$ cat src/rtl/vfsp_pkg.sv
// Shared types and constants for the voice frame slot placer.
// Holds field widths, stream packing widths and the item and result structs.
// No dependencies.
`timescale 1ns / 1ps

package vfsp_pkg;

  // Default ring geometry
  localparam int RING_SLOTS_DEF = 84;
  localparam int SYNC_SLOTS_DEF = 21;

  // Field widths
  localparam int NUM_W  = 5;
  localparam int POS_W  = 7;
  localparam int VLO_W  = 64;
  localparam int VHI_W  = 8;
  localparam int SLOW_W = 24;

  // Stream data widths, padded to whole bytes
  localparam int IN_TDATA_W  = 112;
  localparam int OUT_TDATA_W = 104;

  // Slow-data bytes that request end of transmission
  localparam logic [SLOW_W-1:0] END_SLOW_PATTERN = 24'h555555;

  typedef struct packed {
    logic [NUM_W-1:0]  frame_number;
    logic              end_flag;
    logic [POS_W-1:0]  tx_position;
    logic [VLO_W-1:0]  voice_low;
    logic [VHI_W-1:0]  voice_high;
    logic [SLOW_W-1:0] slow_data;
  } item_t;

  typedef struct packed {
    logic              store_valid;
    logic [POS_W-1:0]  slot_index;
    logic [VLO_W-1:0]  voice_low_out;
    logic [VHI_W-1:0]  voice_high_out;
    logic [SLOW_W-1:0] slow_data_out;
    logic              end_transmit;
  } result_t;

endpackage

$ cat src/rtl/vfsp_place.sv
// Placement logic: area start, seen bitmap and last number registers plus
// the combinational slot computation for one frame.
// Depends on vfsp_pkg.
`timescale 1ns / 1ps

module vfsp_place #(
  parameter int RING_SLOTS = vfsp_pkg::RING_SLOTS_DEF,
  parameter int SYNC_SLOTS = vfsp_pkg::SYNC_SLOTS_DEF
) (
  input  logic              clk,
  input  logic              rst_n,
  input  logic              step,
  input  vfsp_pkg::item_t   item,
  output vfsp_pkg::result_t result
);

  localparam int AW = $clog2(RING_SLOTS);
  localparam int CW = $clog2(2 * RING_SLOTS) + 1;
  localparam int IW = (SYNC_SLOTS > 1) ? $clog2(SYNC_SLOTS) : 1;
  localparam logic [CW-1:0] RING_C  = CW'(RING_SLOTS);
  localparam logic [CW-1:0] RING2_C = CW'(2 * RING_SLOTS);
  localparam logic [CW-1:0] SYNC_C  = CW'(SYNC_SLOTS);
  localparam logic [CW-1:0] LIMIT_C = CW'(RING_SLOTS - SYNC_SLOTS);
  localparam logic [vfsp_pkg::NUM_W-1:0] LAST_NUM = vfsp_pkg::NUM_W'(SYNC_SLOTS - 1);

  logic [AW-1:0]              area_r, area_nxt;
  logic [SYNC_SLOTS-1:0]      seen_r, seen_nxt;
  logic [vfsp_pkg::NUM_W-1:0] last_r, last_nxt;

  logic                  num_ok;
  logic [IW-1:0]         num_idx;
  logic [SYNC_SLOTS-1:0] num_bit;
  logic                  restart;
  logic [AW-1:0]         area_a, area_b;
  logic [CW-1:0]         num_c, tx_c, tx_a, tx_m, pos, behind, slot;
  logic                  store;

  // Step the area start by one sync interval, wrapping to zero
  function automatic logic [AW-1:0] adv(input logic [AW-1:0] a);
    logic [CW-1:0] s;
    s = CW'(a) + SYNC_C;
    return (s > LIMIT_C) ? '0 : s[AW-1:0];
  endfunction

  always_comb begin
    num_c   = CW'(item.frame_number);
    num_ok  = num_c < SYNC_C;
    num_idx = item.frame_number[IW-1:0];
    num_bit = SYNC_SLOTS'(1) << num_idx;

    // Repeat or wrap of the number opens a new area
    restart = ((seen_r & num_bit) != '0) ||
              (item.frame_number == '0 && last_r == LAST_NUM);
    area_a  = restart ? adv(area_r) : area_r;

    // Reduce transmit position into the ring
    tx_c = CW'(item.tx_position);
    tx_a = (tx_c >= RING2_C) ? tx_c - RING2_C : tx_c;
    tx_m = (tx_a >= RING_C) ? tx_a - RING_C : tx_a;

    // Move on when the slot lands just behind the transmit position
    pos    = CW'(area_a) + num_c;
    behind = (pos >= tx_m) ? pos - tx_m : pos + RING_C - tx_m;
    area_b = (behind >= LIMIT_C) ? adv(area_a) : area_a;
    slot   = CW'(area_b) + num_c;

    store = !item.end_flag && num_ok;

    // Hold state unless a frame is stored
    area_nxt = area_r;
    seen_nxt = seen_r;
    last_nxt = last_r;
    if (step && store) begin
      area_nxt = area_b;
      seen_nxt = (restart ? '0 : seen_r) | num_bit;
      last_nxt = item.frame_number;
    end

    // Build the result; when nothing is stored, all fields are zero but end_transmit
    result                = '0;
    result.end_transmit   = item.end_flag;
    if (store) begin
      result.store_valid    = 1'b1;
      result.slot_index     = slot[vfsp_pkg::POS_W-1:0];
      result.voice_low_out  = item.voice_low;
      result.voice_high_out = item.voice_high;
      result.slow_data_out  = item.slow_data;
      result.end_transmit   = (item.slow_data == vfsp_pkg::END_SLOW_PATTERN);
    end
  end

  always_ff @(posedge clk) begin
    if (!rst_n) begin
      area_r <= '0;
      seen_r <= '0;
      last_r <= '0;
    end else begin
      area_r <= area_nxt;
      seen_r <= seen_nxt;
      last_r <= last_nxt;
    end
  end

endmodule

$ cat src/rtl/voice_frame_slot_placer.sv
// Voice frame slot placer: takes one frame per clock on the input stream while
// the output is not stalled and gives exactly one result per frame. The sustained
// rate is one frame per cycle without output stalls, set by the combinational
// placement logic that reads and updates the area registers. Each frame's slot in
// the ring is its number plus the current area start; the result flag in out_tuser
// says whether the frame was stored, and out_tlast requests end of transmission.
// An input register and an output register part the two sides.
// Depends on vfsp_pkg and vfsp_place.
`timescale 1ns / 1ps

module voice_frame_slot_placer #(
  parameter int RING_SLOTS = vfsp_pkg::RING_SLOTS_DEF,
  parameter int SYNC_SLOTS = vfsp_pkg::SYNC_SLOTS_DEF
) (
  input  logic                             clk,
  input  logic                             rst_n,
  input  logic                             in_tvalid,
  output logic                             in_tready,
  // frame_number[4:0], tx_position[11:5], voice_low[75:12],
  // voice_high[83:76], slow_data[107:84], zero pad above
  input  logic [vfsp_pkg::IN_TDATA_W-1:0]  in_tdata,
  input  logic                             in_tlast,  // end_flag
  output logic                             out_tvalid,
  input  logic                             out_tready,
  // slot_index[6:0], voice_low_out[70:7], voice_high_out[78:71],
  // slow_data_out[102:79], zero pad above
  output logic [vfsp_pkg::OUT_TDATA_W-1:0] out_tdata,
  output logic                             out_tuser, // store_valid
  output logic                             out_tlast  // end_transmit
);

  logic              in_valid_r, in_valid_nxt;
  vfsp_pkg::item_t   in_item_r, in_item_nxt;
  logic              out_valid_r, out_valid_nxt;
  vfsp_pkg::result_t out_res_r, out_res_nxt;
  vfsp_pkg::item_t   in_item;
  vfsp_pkg::result_t result;
  logic              s1_adv;
  logic              step;

  // Unpack the input transfer
  always_comb begin
    in_item.frame_number = in_tdata[4:0];
    in_item.tx_position  = in_tdata[11:5];
    in_item.voice_low    = in_tdata[75:12];
    in_item.voice_high   = in_tdata[83:76];
    in_item.slow_data    = in_tdata[107:84];
    in_item.end_flag     = in_tlast;
  end

  assign s1_adv    = !out_valid_r || out_tready;
  assign in_tready = !in_valid_r || s1_adv;
  assign step      = in_valid_r && s1_adv;

  vfsp_place #(
    .RING_SLOTS(RING_SLOTS),
    .SYNC_SLOTS(SYNC_SLOTS)
  ) u_place (
    .clk    (clk),
    .rst_n  (rst_n),
    .step   (step),
    .item   (in_item_r),
    .result (result)
  );

  // Advance the input and output registers
  always_comb begin
    in_valid_nxt  = in_valid_r;
    in_item_nxt   = in_item_r;
    out_valid_nxt = out_valid_r;
    out_res_nxt   = out_res_r;
    if (in_tvalid && in_tready) begin
      in_valid_nxt = 1'b1;
      in_item_nxt  = in_item;
    end else if (s1_adv) begin
      in_valid_nxt = 1'b0;
    end
    if (step) begin
      out_valid_nxt = 1'b1;
      out_res_nxt   = result;
    end else if (out_tready) begin
      out_valid_nxt = 1'b0;
    end
  end

  always_ff @(posedge clk) begin
    if (!rst_n) begin
      in_valid_r  <= 1'b0;
      out_valid_r <= 1'b0;
    end else begin
      in_valid_r  <= in_valid_nxt;
      out_valid_r <= out_valid_nxt;
    end
  end

  always_ff @(posedge clk) begin
    in_item_r <= in_item_nxt;
    out_res_r <= out_res_nxt;
  end

  // Pack the result transfer
  assign out_tvalid = out_valid_r;
  assign out_tuser  = out_res_r.store_valid;
  assign out_tlast  = out_res_r.end_transmit;
  assign out_tdata  = {1'b0, out_res_r.slow_data_out, out_res_r.voice_high_out,
                       out_res_r.voice_low_out, out_res_r.slot_index};

endmodule

$ cat config.mk
export PLATFORM = sky130hd
export DESIGN_NAME = voice_frame_slot_placer
export DESIGN_NICKNAME = d
export VERILOG_FILES = /design/src/rtl/vfsp_pkg.sv /design/src/rtl/vfsp_place.sv /design/src/rtl/voice_frame_slot_placer.sv
export SDC_FILE = /design/constraint.sdc
export NUM_CORES = 1
export LEC_CHECK = 0
export BUFFER_PORTS_ARGS = -buffer_cell sky130_fd_sc_hd__buf_2
export CAP_MARGIN = 20
export CORE_MARGIN = 2
export CORE_UTILIZATION = 38
export DETAILED_ROUTE_END_ITERATION = 12
export GPL_TIMING_DRIVEN = 1
export PLACE_DENSITY_LB_ADDON = 0.25
export SKIP_LAST_GASP = 1
export SLEW_MARGIN = 20
export SYNTH_ARGS = -nofsm -noshare
export SYNTH_HDL_FRONTEND = slang
export SYNTH_SLANG_ARGS = --single-unit
$ cat constraint.sdc
create_clock -name clk -period 12.7 [get_ports clk]
set_input_delay 1.27 -clock clk [delete_from_list [all_inputs] [get_ports clk]]
set_output_delay 1.27 -clock clk [all_outputs]
set_load 0.03 [all_outputs]
==> impl_metrics.env, run 1 <==
export IMPL_clk_path_buf_depth=3
export IMPL_netlist_area_leader_share_pct=58.76
export IMPL_use_met2_pct=26.85
export IMPL_synth_warnings=0
export IMPL_synthTopCellsByArea="edfxtp_1 (59%), dfxtp_1 (6.4%), and2_1 (5.9%)"
export IMPL_crit_path_top_delay_cell="edfxtp_1"
export IMPL_die_w_um=173.6
export IMPL_ioPinCount=225
export IMPL_grt_ovfl_total=0
export IMPL_cp_common_cell="a21oi_1"
export IMPL_synthCells=807
export IMPL_layout_nets=1195
export IMPL_num_vias=7021
export IMPL_design_area_mm2=0.01335
export IMPL_slew_headroom_pct=27.79
export IMPL_grt_pass1_wl_mm=38.33
export IMPL_fp_dieH_um=173.6
export IMPL_grt_pass1_vias=6918
export IMPL_r2r_slack_ps=4250
export IMPL_met3_usage_pct=3.333
export IMPL_ys_ff_latch=249
export IMPL_clk_latency_ps=540
export IMPL_drt_drc_violations_left=0
export IMPL_maxCapViolCount=0
export IMPL_crit_fanout=18
export IMPL_numCtsBuffers=27
export IMPL_synth_most_common_cell="edfxtp_1"
export IMPL_wl_per_cell_um=17.07
export IMPL_p_per_area_mw_per_mm2=151.0
export IMPL_synthArstFlopShare_pct=0
export IMPL_max_freq_mhz=118.3
export IMPL_post_dp_cell_area_mm2=0.01244
export IMPL_yosysSeqAreaShare_pct=65.17
export IMPL_drtAntennaViolNets=0
export IMPL_rsz0062_at_grt="no"
export IMPL_setup_violations=0
export IMPL_p_leak_nw=5.304
export IMPL_cts_tree="built"
export IMPL_outcome="finished clean"
export IMPL_postSynthNetCount=970
export IMPL_first_pass_iters=6
export IMPL_finalClockSkew_ps=8.994
export IMPL_place_inst=1387
export IMPL_finalHoldViolCount=0
export IMPL_htree_levels=1
export IMPL_globalRouteMet1Util_pct=21.24
export IMPL_dieArea_mm2=0.03015
export IMPL_worstPathArrival_ps=8740
export IMPL_report_final_slew_viol_count=0
export IMPL_busiest_layer="met2"
export IMPL_crit_path_end_kind="flip-flop"
export IMPL_clk_pin_slew_worst_paths_ps=60
export IMPL_netlist_top_cells_count="edfxtp_1 (214), and2_1 (103), nor2_1 (52)"
export IMPL_drtIter0Drc=582
export IMPL_cts_hold_buf=0
export IMPL_cts_num_sinks=249
export IMPL_ys_flop_type="edfxtp_1"
export IMPL_track_usage_pct=16.09
export IMPL_core_area_mm2=0.02855
export IMPL_worst_r2r_path_depth=35
export IMPL_wl_mm=24.55
export IMPL_holdPathStages=2
export IMPL_critical_path_class="reg -> reg"
export IMPL_gp_congestion=0.8517
export IMPL_avgSynthCellArea_um2=13.55
export IMPL_synth_top_cell_by_area="edfxtp_1"
export IMPL_rows=62
export IMPL_dpl_hpwl_mm=17.20
export IMPL_synth_edf_count=214
export IMPL_initial_core_util_pct=38.31
export IMPL_crit_required_ps=12980
export IMPL_post_cts_buffers=0
export IMPL_cp_start_kind="flip-flop"
export IMPL_finalNonFillerCells=1438
export IMPL_io_buffers=219
export IMPL_fin_tns_setup_ps=0
export IMPL_min_period_ps=8452
export IMPL_tightestPinTransition_ps=1075
export IMPL_clockRootBuffer="clkbuf_16"
export IMPL_via_per_inst=4.882
export IMPL_ys_types=83
export IMPL_drive_above_1_share_pct=28.11
export IMPL_grt_max_degree=101
export IMPL_hp_class="reg -> reg"
export IMPL_antenna_found_initial=1
export IMPL_fin_crit_sh_pct=66.55
export IMPL_cp_slowest_stage_delay_ps=810
export IMPL_cts_resized=0
export IMPL_area_growth_pct=22.05
export IMPL_synth_area_mm2=0.01094
export IMPL_ir_worst_vdd_uv=84.14
## registers in the layout, summed over array words and instances, names as in the netlist
register,flops
u_place.seen_r,21
u_place.last_r,5
out_tvalid,1
out_tuser,1
in_item_r,109
u_place.area_r,7
out_tlast,1
out_tdata,103
in_valid_r,1
## routing by layer
metal | vias up | part of all wire [%] | wire, um
li1 | 3409 | - | -
met2 | 228 | 48 | 11670
met3 | 45 | 6.7 | 1651
met1 | 3339 | 43 | 10680
met4 | 0 | 2.3 | 560
met5 | - | 0 | 0
## cells by family (layout without fill, tap and decap cells)
kind of cell,count (synthesis),in the layout,synth area share (%)
buffers and inverters,68,314,2.494
XOR/XNOR,26,26,2.082
AO/OA/AOI/OAI,133,133,9.291
multiplexers,6,6,0.6979
other,1,2,0.03429
flip-flops,249,249,65.17
AND/OR/NAND/NOR,278,278,14.49
adder cells (fa/ha/maj),46,46,5.744
## cell usage in the layout (no fill, tap or decap), drive strengths merged, types with 3 or more instances in the layout
master / synthesis / routed
buf: 6 / 225
edfxtp: 214 / 214
and2: 104 / 104
nor2: 53 / 53
inv: 39 / 41
ha: 39 / 39
nand2: 37 / 37
dfxtp: 35 / 35
clkbuf: 23 / 35
a21oi: 32 / 32
a22oi: 20 / 20
o21ai: 17 / 17
xnor2: 16 / 16
a21o: 13 / 13
nand3: 12 / 12
nand4: 10 / 10
xor2: 10 / 10
nor2b: 10 / 10
a31oi: 10 / 10
nand2b: 9 / 9
a32oi: 8 / 8
clkinv: 0 / 8
fa: 7 / 7
and3: 6 / 6
nor3: 6 / 6
nor4: 4 / 4
nor3b: 4 / 4
a221o: 3 / 3
and3b: 3 / 3
nand3b: 3 / 3
nor4b: 3 / 3
mux2: 3 / 3
a211o: 3 / 3
clkinvlp: 0 / 3
o22ai: 3 / 3
## area by class of cell
type                       instances  area, um2
tap                              384      480.5
sequential                       249       7127
clock inverter                    15      147.6
clock buffer                      35      755.7
antenna                            1      2.502
timing repair buffer             225       1141
inverter                          39      146.4
multi-input combinational        490       3546
fill                            2627      15200
## final timing paths
path | startpoint | end
worst min-delay path | u_place.last_r[2] | u_place.last_r[2]
worst max-delay path | in_item_r[106] | out_tdata[6]
worst max register to register | in_item_r[106] | out_tdata[6]
worst min register to register | u_place.last_r[2] | u_place.last_r[2]
## through the flow
stage / total power [mW] / util (%) / hold slack [ps] / setup WS [ps]
floorplan: 1.169 / - / 429.5 / 5330
global placement: 1.246 / 43.58 / 440.1 / 4314
detailed placement: 1.250 / 43.58 / 449.2 / 4269
CTS: 2.038 / 46.74 / 458.2 / 4265
global route: 2.104 / 46.75 / 481.3 / 3542
finish: 2.015 / 46.75 / 455.7 / 4248
## worst max-delay path, delay by kind of cell, from the launching register on
kind | cells | cell delay (ps)
simple gates | 8 | 1580
xor+xnor | 3 | 430
compound gates | 15 | 2950
buf+inv | 4 | 840
fa+ha+maj | 5 | 1550
flops | 1 | 810
## report_power, final
| group | leakage, nW | internal, mW | switching [mW] | total [mW] |
|---|---|---|---|---|
| combinational | 2.52 | 0.105 | 0.172 | 0.277 |
| sequential | 2.34 | 0.937 | 0.0174 | 0.954 |
| clock | 0.440 | 0.463 | 0.321 | 0.784 |
| total | 5.30 | 1.50 | 0.511 | 2.01 |
No activity file was read; power rests on OpenSTA's default activity.
==> run 2, diff against run 1 <==
Clock period 12.7 ns to 7.7 ns, I/O delays scaled along.
==> run 2 against run 1 <==
Setup slack got worse by 3900 ps. Routed wire length rose by 0.82%. Worst hold slack got worse by 41 ps. Register-to-register slack got worse by 3900 ps. Largest cell class unchanged. Sequential share of layout area fell by 0.90 points. Sequential power rose by 65%. Utilization rose by 0.83 points. Final area rose by 1.8%. Largest power group unchanged. Die area did not move. Sequential cell count did not move. Fmax rose by 15%. Clock skew rose by 6.9 ps.
==> impl_metrics.env, run 2 (synthesis results as in run 1) <==
export IMPL_outcome="finished clean"
export IMPL_numCtsBuffers=26
export IMPL_hp_class="in -> reg"
export IMPL_grt_ovfl_total=0
export IMPL_antenna_found_initial=2
export IMPL_first_pass_iters=5
export IMPL_fill_cells=2558
export IMPL_die_w_um=173.6
export IMPL_worst_r2r_path_depth=34
export IMPL_finalHoldViolCount=0
export IMPL_drtAntennaViolNets=0
export IMPL_crit_path_end_kind="flip-flop"
export IMPL_layout_common_cells="buf_2 (220), edfxtp_1 (214), and2_1 (102), nor2_1 (52), buf_4 (43)"
export IMPL_crit_path_top_delay_cell="or4_1"
export IMPL_rsz0062_at_grt="yes"
export IMPL_clk_latency_ps=530
export IMPL_finalClockSkew_ps=15.90
export IMPL_cp_slowest_stage_delay_ps=540
export IMPL_p_leak_nw=5.427
export IMPL_wl_per_cell_um=16.80
export IMPL_clockRootBuffer="clkbuf_16"
export IMPL_clk_pin_slew_worst_paths_ps=60
export IMPL_top_register="in_item_r"
export IMPL_hold_ws_ps=414.7
export IMPL_fp_dieH_um=173.6
export IMPL_holdPathStages=1
export IMPL_report_final_slew_viol_count=0
export IMPL_slew_headroom_pct=35.50
export IMPL_rows=62
export IMPL_min_period_ps=7330
export IMPL_max_freq_mhz=136.4
export IMPL_grt_pass1_wl_mm=37.90
export IMPL_ioPinCount=225
export IMPL_cts_num_sinks=249
export IMPL_crit_fanout=5
export IMPL_drtIter0Drc=616
export IMPL_io_buffers=219
export IMPL_grt_max_degree=85
export IMPL_worstPathArrival_ps=7700
export IMPL_core_area_mm2=0.02855
export IMPL_fin_tns_setup_ps=0
export IMPL_largest_register_ffs=109
export IMPL_gp_congestion=0.8751
export IMPL_fin_ws_ps=370.4
export IMPL_via_per_inst=4.873
export IMPL_drt_drc_violations_left=0
export IMPL_place_ws_ps=187.0
export IMPL_initial_core_util_pct=38.31
export IMPL_ir_worst_vdd_uv=142.7
export IMPL_area_growth_pct=24.22
export IMPL_layout_nets=1232
export IMPL_htree_levels=1
export IMPL_tightestPinTransition_ps=960.1
export IMPL_final_common_cell="buf_2"
export IMPL_cts_tree="built"
export IMPL_track_usage_pct=15.92
export IMPL_p_per_area_mw_per_mm2=235.6
export IMPL_drive_above_1_share_pct=31.55
export IMPL_maxCapViolCount=0
export IMPL_cp_start_kind="flip-flop"
export IMPL_crit_required_ps=8070
export IMPL_critical_path_class="reg -> reg"
export IMPL_num_vias=7178
export IMPL_power_mw=3.201
export IMPL_dieArea_mm2=0.03015
export IMPL_dpl_hpwl_mm=17.53
export IMPL_post_route_util_pct=47.59
export IMPL_clk_path_buf_depth=3
export IMPL_grt_pass1_vias=6946
export IMPL_wl_mm=24.75
export IMPL_cts_hold_buf=0
export IMPL_fin_crit_sh_pct=95.19
export IMPL_setup_violations=0
==> run 2: cell types whose count changed in the layout (fill, tap and decap cells not counted), sizes merged, moves of 2 or more <==
| cell | delta |
|---|---|
| clkinvlp | -3 |
| buf | +38 |
| bufinv | -2 |
| clkinv | +4 |
| inv | -2 |
==> run 2: stage by stage <==
stage	cell area, um2	instances
after floorplan	10940	807
after global placement	12590	1407
after detailed placement	12590	1407
after CTS	13340	1453
after global routing	13580	1473
final	13580	1473
==> run 2: critical path: cells and delay by family, from the launching register on <==
kind	cells	cell delay (ps)
AOI/OAI and AO/OA	11	1980
xor gates and xnor gates	2	320
adders and majority gates	5	1630
buffers and inverters	5	640
DFF	1	360
muxes	1	290
and+or+nand+nor	10	1930
==> run 2: power breakdown <==
group / switching [mW] / total (mW) / internal (mW)
clock: 0.496 / 1.12 / 0.621
combinational: 0.306 / 0.515 / 0.209
sequential: 0.0236 / 1.57 / 1.54
==> run 2: final timing paths <==
check                          from           endpoint  slack, ps
hold / removal         in_tdata[29]      in_item_r[49]        410
hold reg to reg   u_place.last_r[0]  u_place.last_r[0]        460
setup reg to reg  u_place.area_r[0]       out_tdata[5]        370
setup / recovery  u_place.area_r[0]       out_tdata[5]        370
==> run 2: layer usage <==
| metal | vias up | GRT usage, % | share of wire (%) |
|---|---|---|---|
| li1 | 3486 | - | - |
| met4 | 0 | 4.062 | 1.5 |
| met3 | 34 | 3.202 | 6.2 |
| met5 | - | 0 | 0 |
| met2 | 215 | 26.48 | 48 |
| met1 | 3443 | 21.43 | 44 |
==> run 2: timing repair <==
item                                   4_1_cts  5_1_grt
setup endpoints to repair                    0        3
resized for setup                            0       24
setup buffers                                0       18
endpoints found under the hold margin        0        0
==> run 2: layout make-up <==
type                       count  area (um2)  share of cell area (%)
timing repair buffer         263        1424                   10.48
clock buffer                  34       680.7                   5.011
antenna                        2       5.005                 0.03684
clock inverter                12       70.07                  0.5158
sequential                   249        7132                   52.50
multi-input combinational    490        3646                   26.84
tap                          384       480.5                   3.537
inverter                      39       146.4                   1.078
==> run 3, diff against run 2 <==
Settings changed: SYNTH_HIERARCHICAL set to 1.
==> run 3 against run 2 <==
Combinational power increased by 3%. Critical path depth unchanged. Synthesized area increased by 0.95%. Critical endpoint is now out_tdata[6].
==> impl_metrics.env, run 3 <==
export IMPL_worst_path_buf_inv=5
export IMPL_finalHoldViolCount=0
export IMPL_p_per_area_mw_per_mm2=241.5
export IMPL_layout_nets=1250
export IMPL_wl_per_cell_um=16.60
export IMPL_htree_levels=1
export IMPL_worstSetupStartpoint="in_item_r[104]"
export IMPL_synth_edf_count=214
export IMPL_yosysSeqAreaShare_pct=64.56
export IMPL_dieArea_mm2=0.03043
export IMPL_numCtsBuffers=27
export IMPL_antenna_found_initial=6
export IMPL_cts_num_sinks=249
export IMPL_grt_ovfl_total=0
export IMPL_drtIter0Drc=527
export IMPL_cp_start_kind="flip-flop"
export IMPL_worstPathArrival_ps=7350
export IMPL_drtAntennaViolNets=0
export IMPL_r2r_start="in_item_r[104]"
export IMPL_track_usage_pct=16.17
export IMPL_synth_top_family_by_area="simple AND/OR/NAND/NOR gates"
export IMPL_synth_top_cell_by_area="edfxtp_1"
export IMPL_synthCells=816
export IMPL_grt_pass1_vias=6989
export IMPL_cts_hold_buf=0
export IMPL_postSynthNetCount=979
export IMPL_cp_common_cell="buf_4"
export IMPL_synth_most_common_cell="edfxtp_1"
export IMPL_cp_slowest_stage_delay_ps=530
export IMPL_r2r_end="out_tdata[6]"
export IMPL_fp_dieH_um=174.4
export IMPL_clk_path_buf_depth=3
export IMPL_grt_pass1_wl_mm=38.87
export IMPL_synth_adder_area_share_pct=5.690
export IMPL_fill_cells=2614
export IMPL_final_common_cell="buf_2"
export IMPL_path_depth=34
export IMPL_largest_register_ffs=109
export IMPL_io_buffers=219
export IMPL_post_dp_cell_area_mm2=0.01283
export IMPL_top_register="in_item_r"
export IMPL_dpl_hpwl_mm=17.65
export IMPL_finalClockSkew_ps=12.65
export IMPL_synth_warnings=6
export IMPL_drive_above_1_share_pct=31.14
export IMPL_netlist_area_leader_share_pct=58.21
export IMPL_initial_core_util_pct=38.57
export IMPL_tightestPinTransition_ps=1010
export IMPL_synth_compound_area_share_pct=9.487
export IMPL_crit_family="compound AO/OA/AOI/OAI gates"
export IMPL_synthXorXnorAreaFrac_pct=1.428
export IMPL_fin_crit_sh_pct=91.60
export IMPL_avgSynthCellArea_um2=13.53
export IMPL_crit_path_end_kind="flip-flop"
export IMPL_power_mw=3.332
export IMPL_cp_endpoint="out_tdata[6]"
export IMPL_hp_class="in -> reg"
export IMPL_outcome="finished clean"
export IMPL_synthArstFlopShare_pct=0
export IMPL_via_per_inst=4.792
export IMPL_rows=62
export IMPL_crit_path_top_delay_cell="fa_1"
export IMPL_p_leak_nw=5.502
export IMPL_cts_tree="built"
export IMPL_crit_required_ps=7990
export IMPL_core_area_mm2=0.02863
export IMPL_ys_ff_latch=249
export IMPL_grt_max_degree=102
export IMPL_worst_r2r_path_depth=34
export IMPL_synthMuxAreaShare_pct=0.6347
export IMPL_gp_congestion=0.8148
export IMPL_critical_path_class="reg -> reg"
export IMPL_clk_latency_ps=550
export IMPL_maxCapViolCount=0
export IMPL_ys_flop_type="edfxtp_1"
export IMPL_num_vias=7164
export IMPL_report_final_slew_viol_count=0
export IMPL_min_period_ps=7053
export IMPL_clockRootBuffer="clkbuf_16"
export IMPL_drt_drc_violations_left=0
export IMPL_design_area_mm2=0.01380
export IMPL_setup_violations=0
export IMPL_netlist_top_cells_count="edfxtp_1 (214), and2_1 (103), ha_1 (39), inv_1 (39), dfxtp_1 (35)"
export IMPL_ioPinCount=225
export IMPL_wl_mm=24.82
export IMPL_first_pass_iters=4
export IMPL_r2r_slack_ps=650
export IMPL_post_route_util_pct=48.20
export IMPL_die_w_um=174.4
export IMPL_synthTopCellsByArea="edfxtp_1 (58%), dfxtp_1 (6.3%), and2_1 (5.8%)"
export IMPL_area_growth_pct=24.99
export IMPL_crit_fanout=8
export IMPL_ys_types=85
export IMPL_synth_area_mm2=0.01104
export IMPL_layout_common_cells="buf_2 (219), edfxtp_1 (214), and2_1 (103), buf_4 (58), ha_1 (39)"
export IMPL_clk_pin_slew_worst_paths_ps=60
export IMPL_max_freq_mhz=141.8
export IMPL_slew_headroom_pct=32.69
export IMPL_ir_worst_vdd_uv=158.8
export IMPL_hold_ws_ps=395.8
export IMPL_synthSimpleGateAreaFrac_pct=15.11
[run 3: cell count changes after synthesis, sizes merged, moves of 6 or more]
cell / delta
a211oi: +7
nor2b: +23
nor3b: +6
nand4: -6
a21oi: -8
nor2: -27
buf: +7
[run 3: layer usage]
layer	track usage [%]	vias up	part of all wire (%)
met5	0	-	0.11
met4	5.427	6	2.9
met3	3.784	50	6.7
met2	26.82	188	48
met1	20.88	3376	43
li1	-	3544	-
[run 3: per-stage QoR]
stage,setup TNS [ps],instances,worst slack [ps]
6_report,0,1495,646.7
5_1_grt,-0.8500,1494,-0.8500
4_1_cts,0,1486,259.0
3_3_place_gp,0,1436,454.5
2_1_floorplan,0,816,253.7
3_5_place_dp,0,1436,317.3
[run 3: how the worst min path moves through the flow]
stage	start	to	slack [ps]	cells past startpoint
after floorplan	u_place/last_r[1]	u_place/last_r[1]	440	2
after global placement	u_place/last_r[1]	u_place/last_r[1]	450	2
after detailed placement	u_place/last_r[1]	u_place/last_r[1]	460	2
after CTS	in_tdata[87]	in_item_r[3]	370	1
after global routing	in_tdata[18]	in_item_r[38]	370	1
final	in_tdata[98]	in_item_r[14]	400	1
[run 3: area by class of cell]
cell class              instances  area, um2  share of cell area (%)
well taps                     384      480.5                   3.482
clock inverters                15      140.1                   1.016
clock buffers                  35      705.7                   5.114
multi-input cells             493       3660                   26.52
diodes                          3      7.507                 0.05441
repair buffers                277       1531                   11.10
inverters                      39      146.4                   1.061
flip-flops and latches        249       7127                   51.65
[run 3: worst register-to-register path: cells and delay by family (launching register included)]
| family | cells | cell delay (ps) |
|---|---|---|
| AND/OR/NAND/NOR | 13 | 1780 |
| XOR/XNOR | 1 | 240 |
| flip-flops | 1 | 500 |
| AO/OA/AOI/OAI | 10 | 1890 |
| buffers and inverters | 5 | 710 |
| adder cells (fa/ha/maj) | 4 | 1420 |
| multiplexers | 1 | 240 |
[run 3: what timing repair did]
item / in CTS / in global routing
setup endpoints to repair: 0 / 4
setup buffers: 0 / 6
gates resized for setup: 0 / 13
[run 3: kinds of logic after synthesis]
group	after synthesis
other	1
XOR/XNOR	18
multiplexers	7
AND/OR/NAND/NOR	277
flip-flops	249
adder cells (fa/ha/maj)	46
AO/OA/AOI/OAI	144
buffers and inverters	74
[run 3: where the power goes]
group	leakage [nW]	internal, mW	switching [mW]
Combinational	2.75	0.224	0.306
Clock	0.414	0.716	0.518
Sequential	2.34	1.55	0.0226
Total	5.50	2.49	0.847
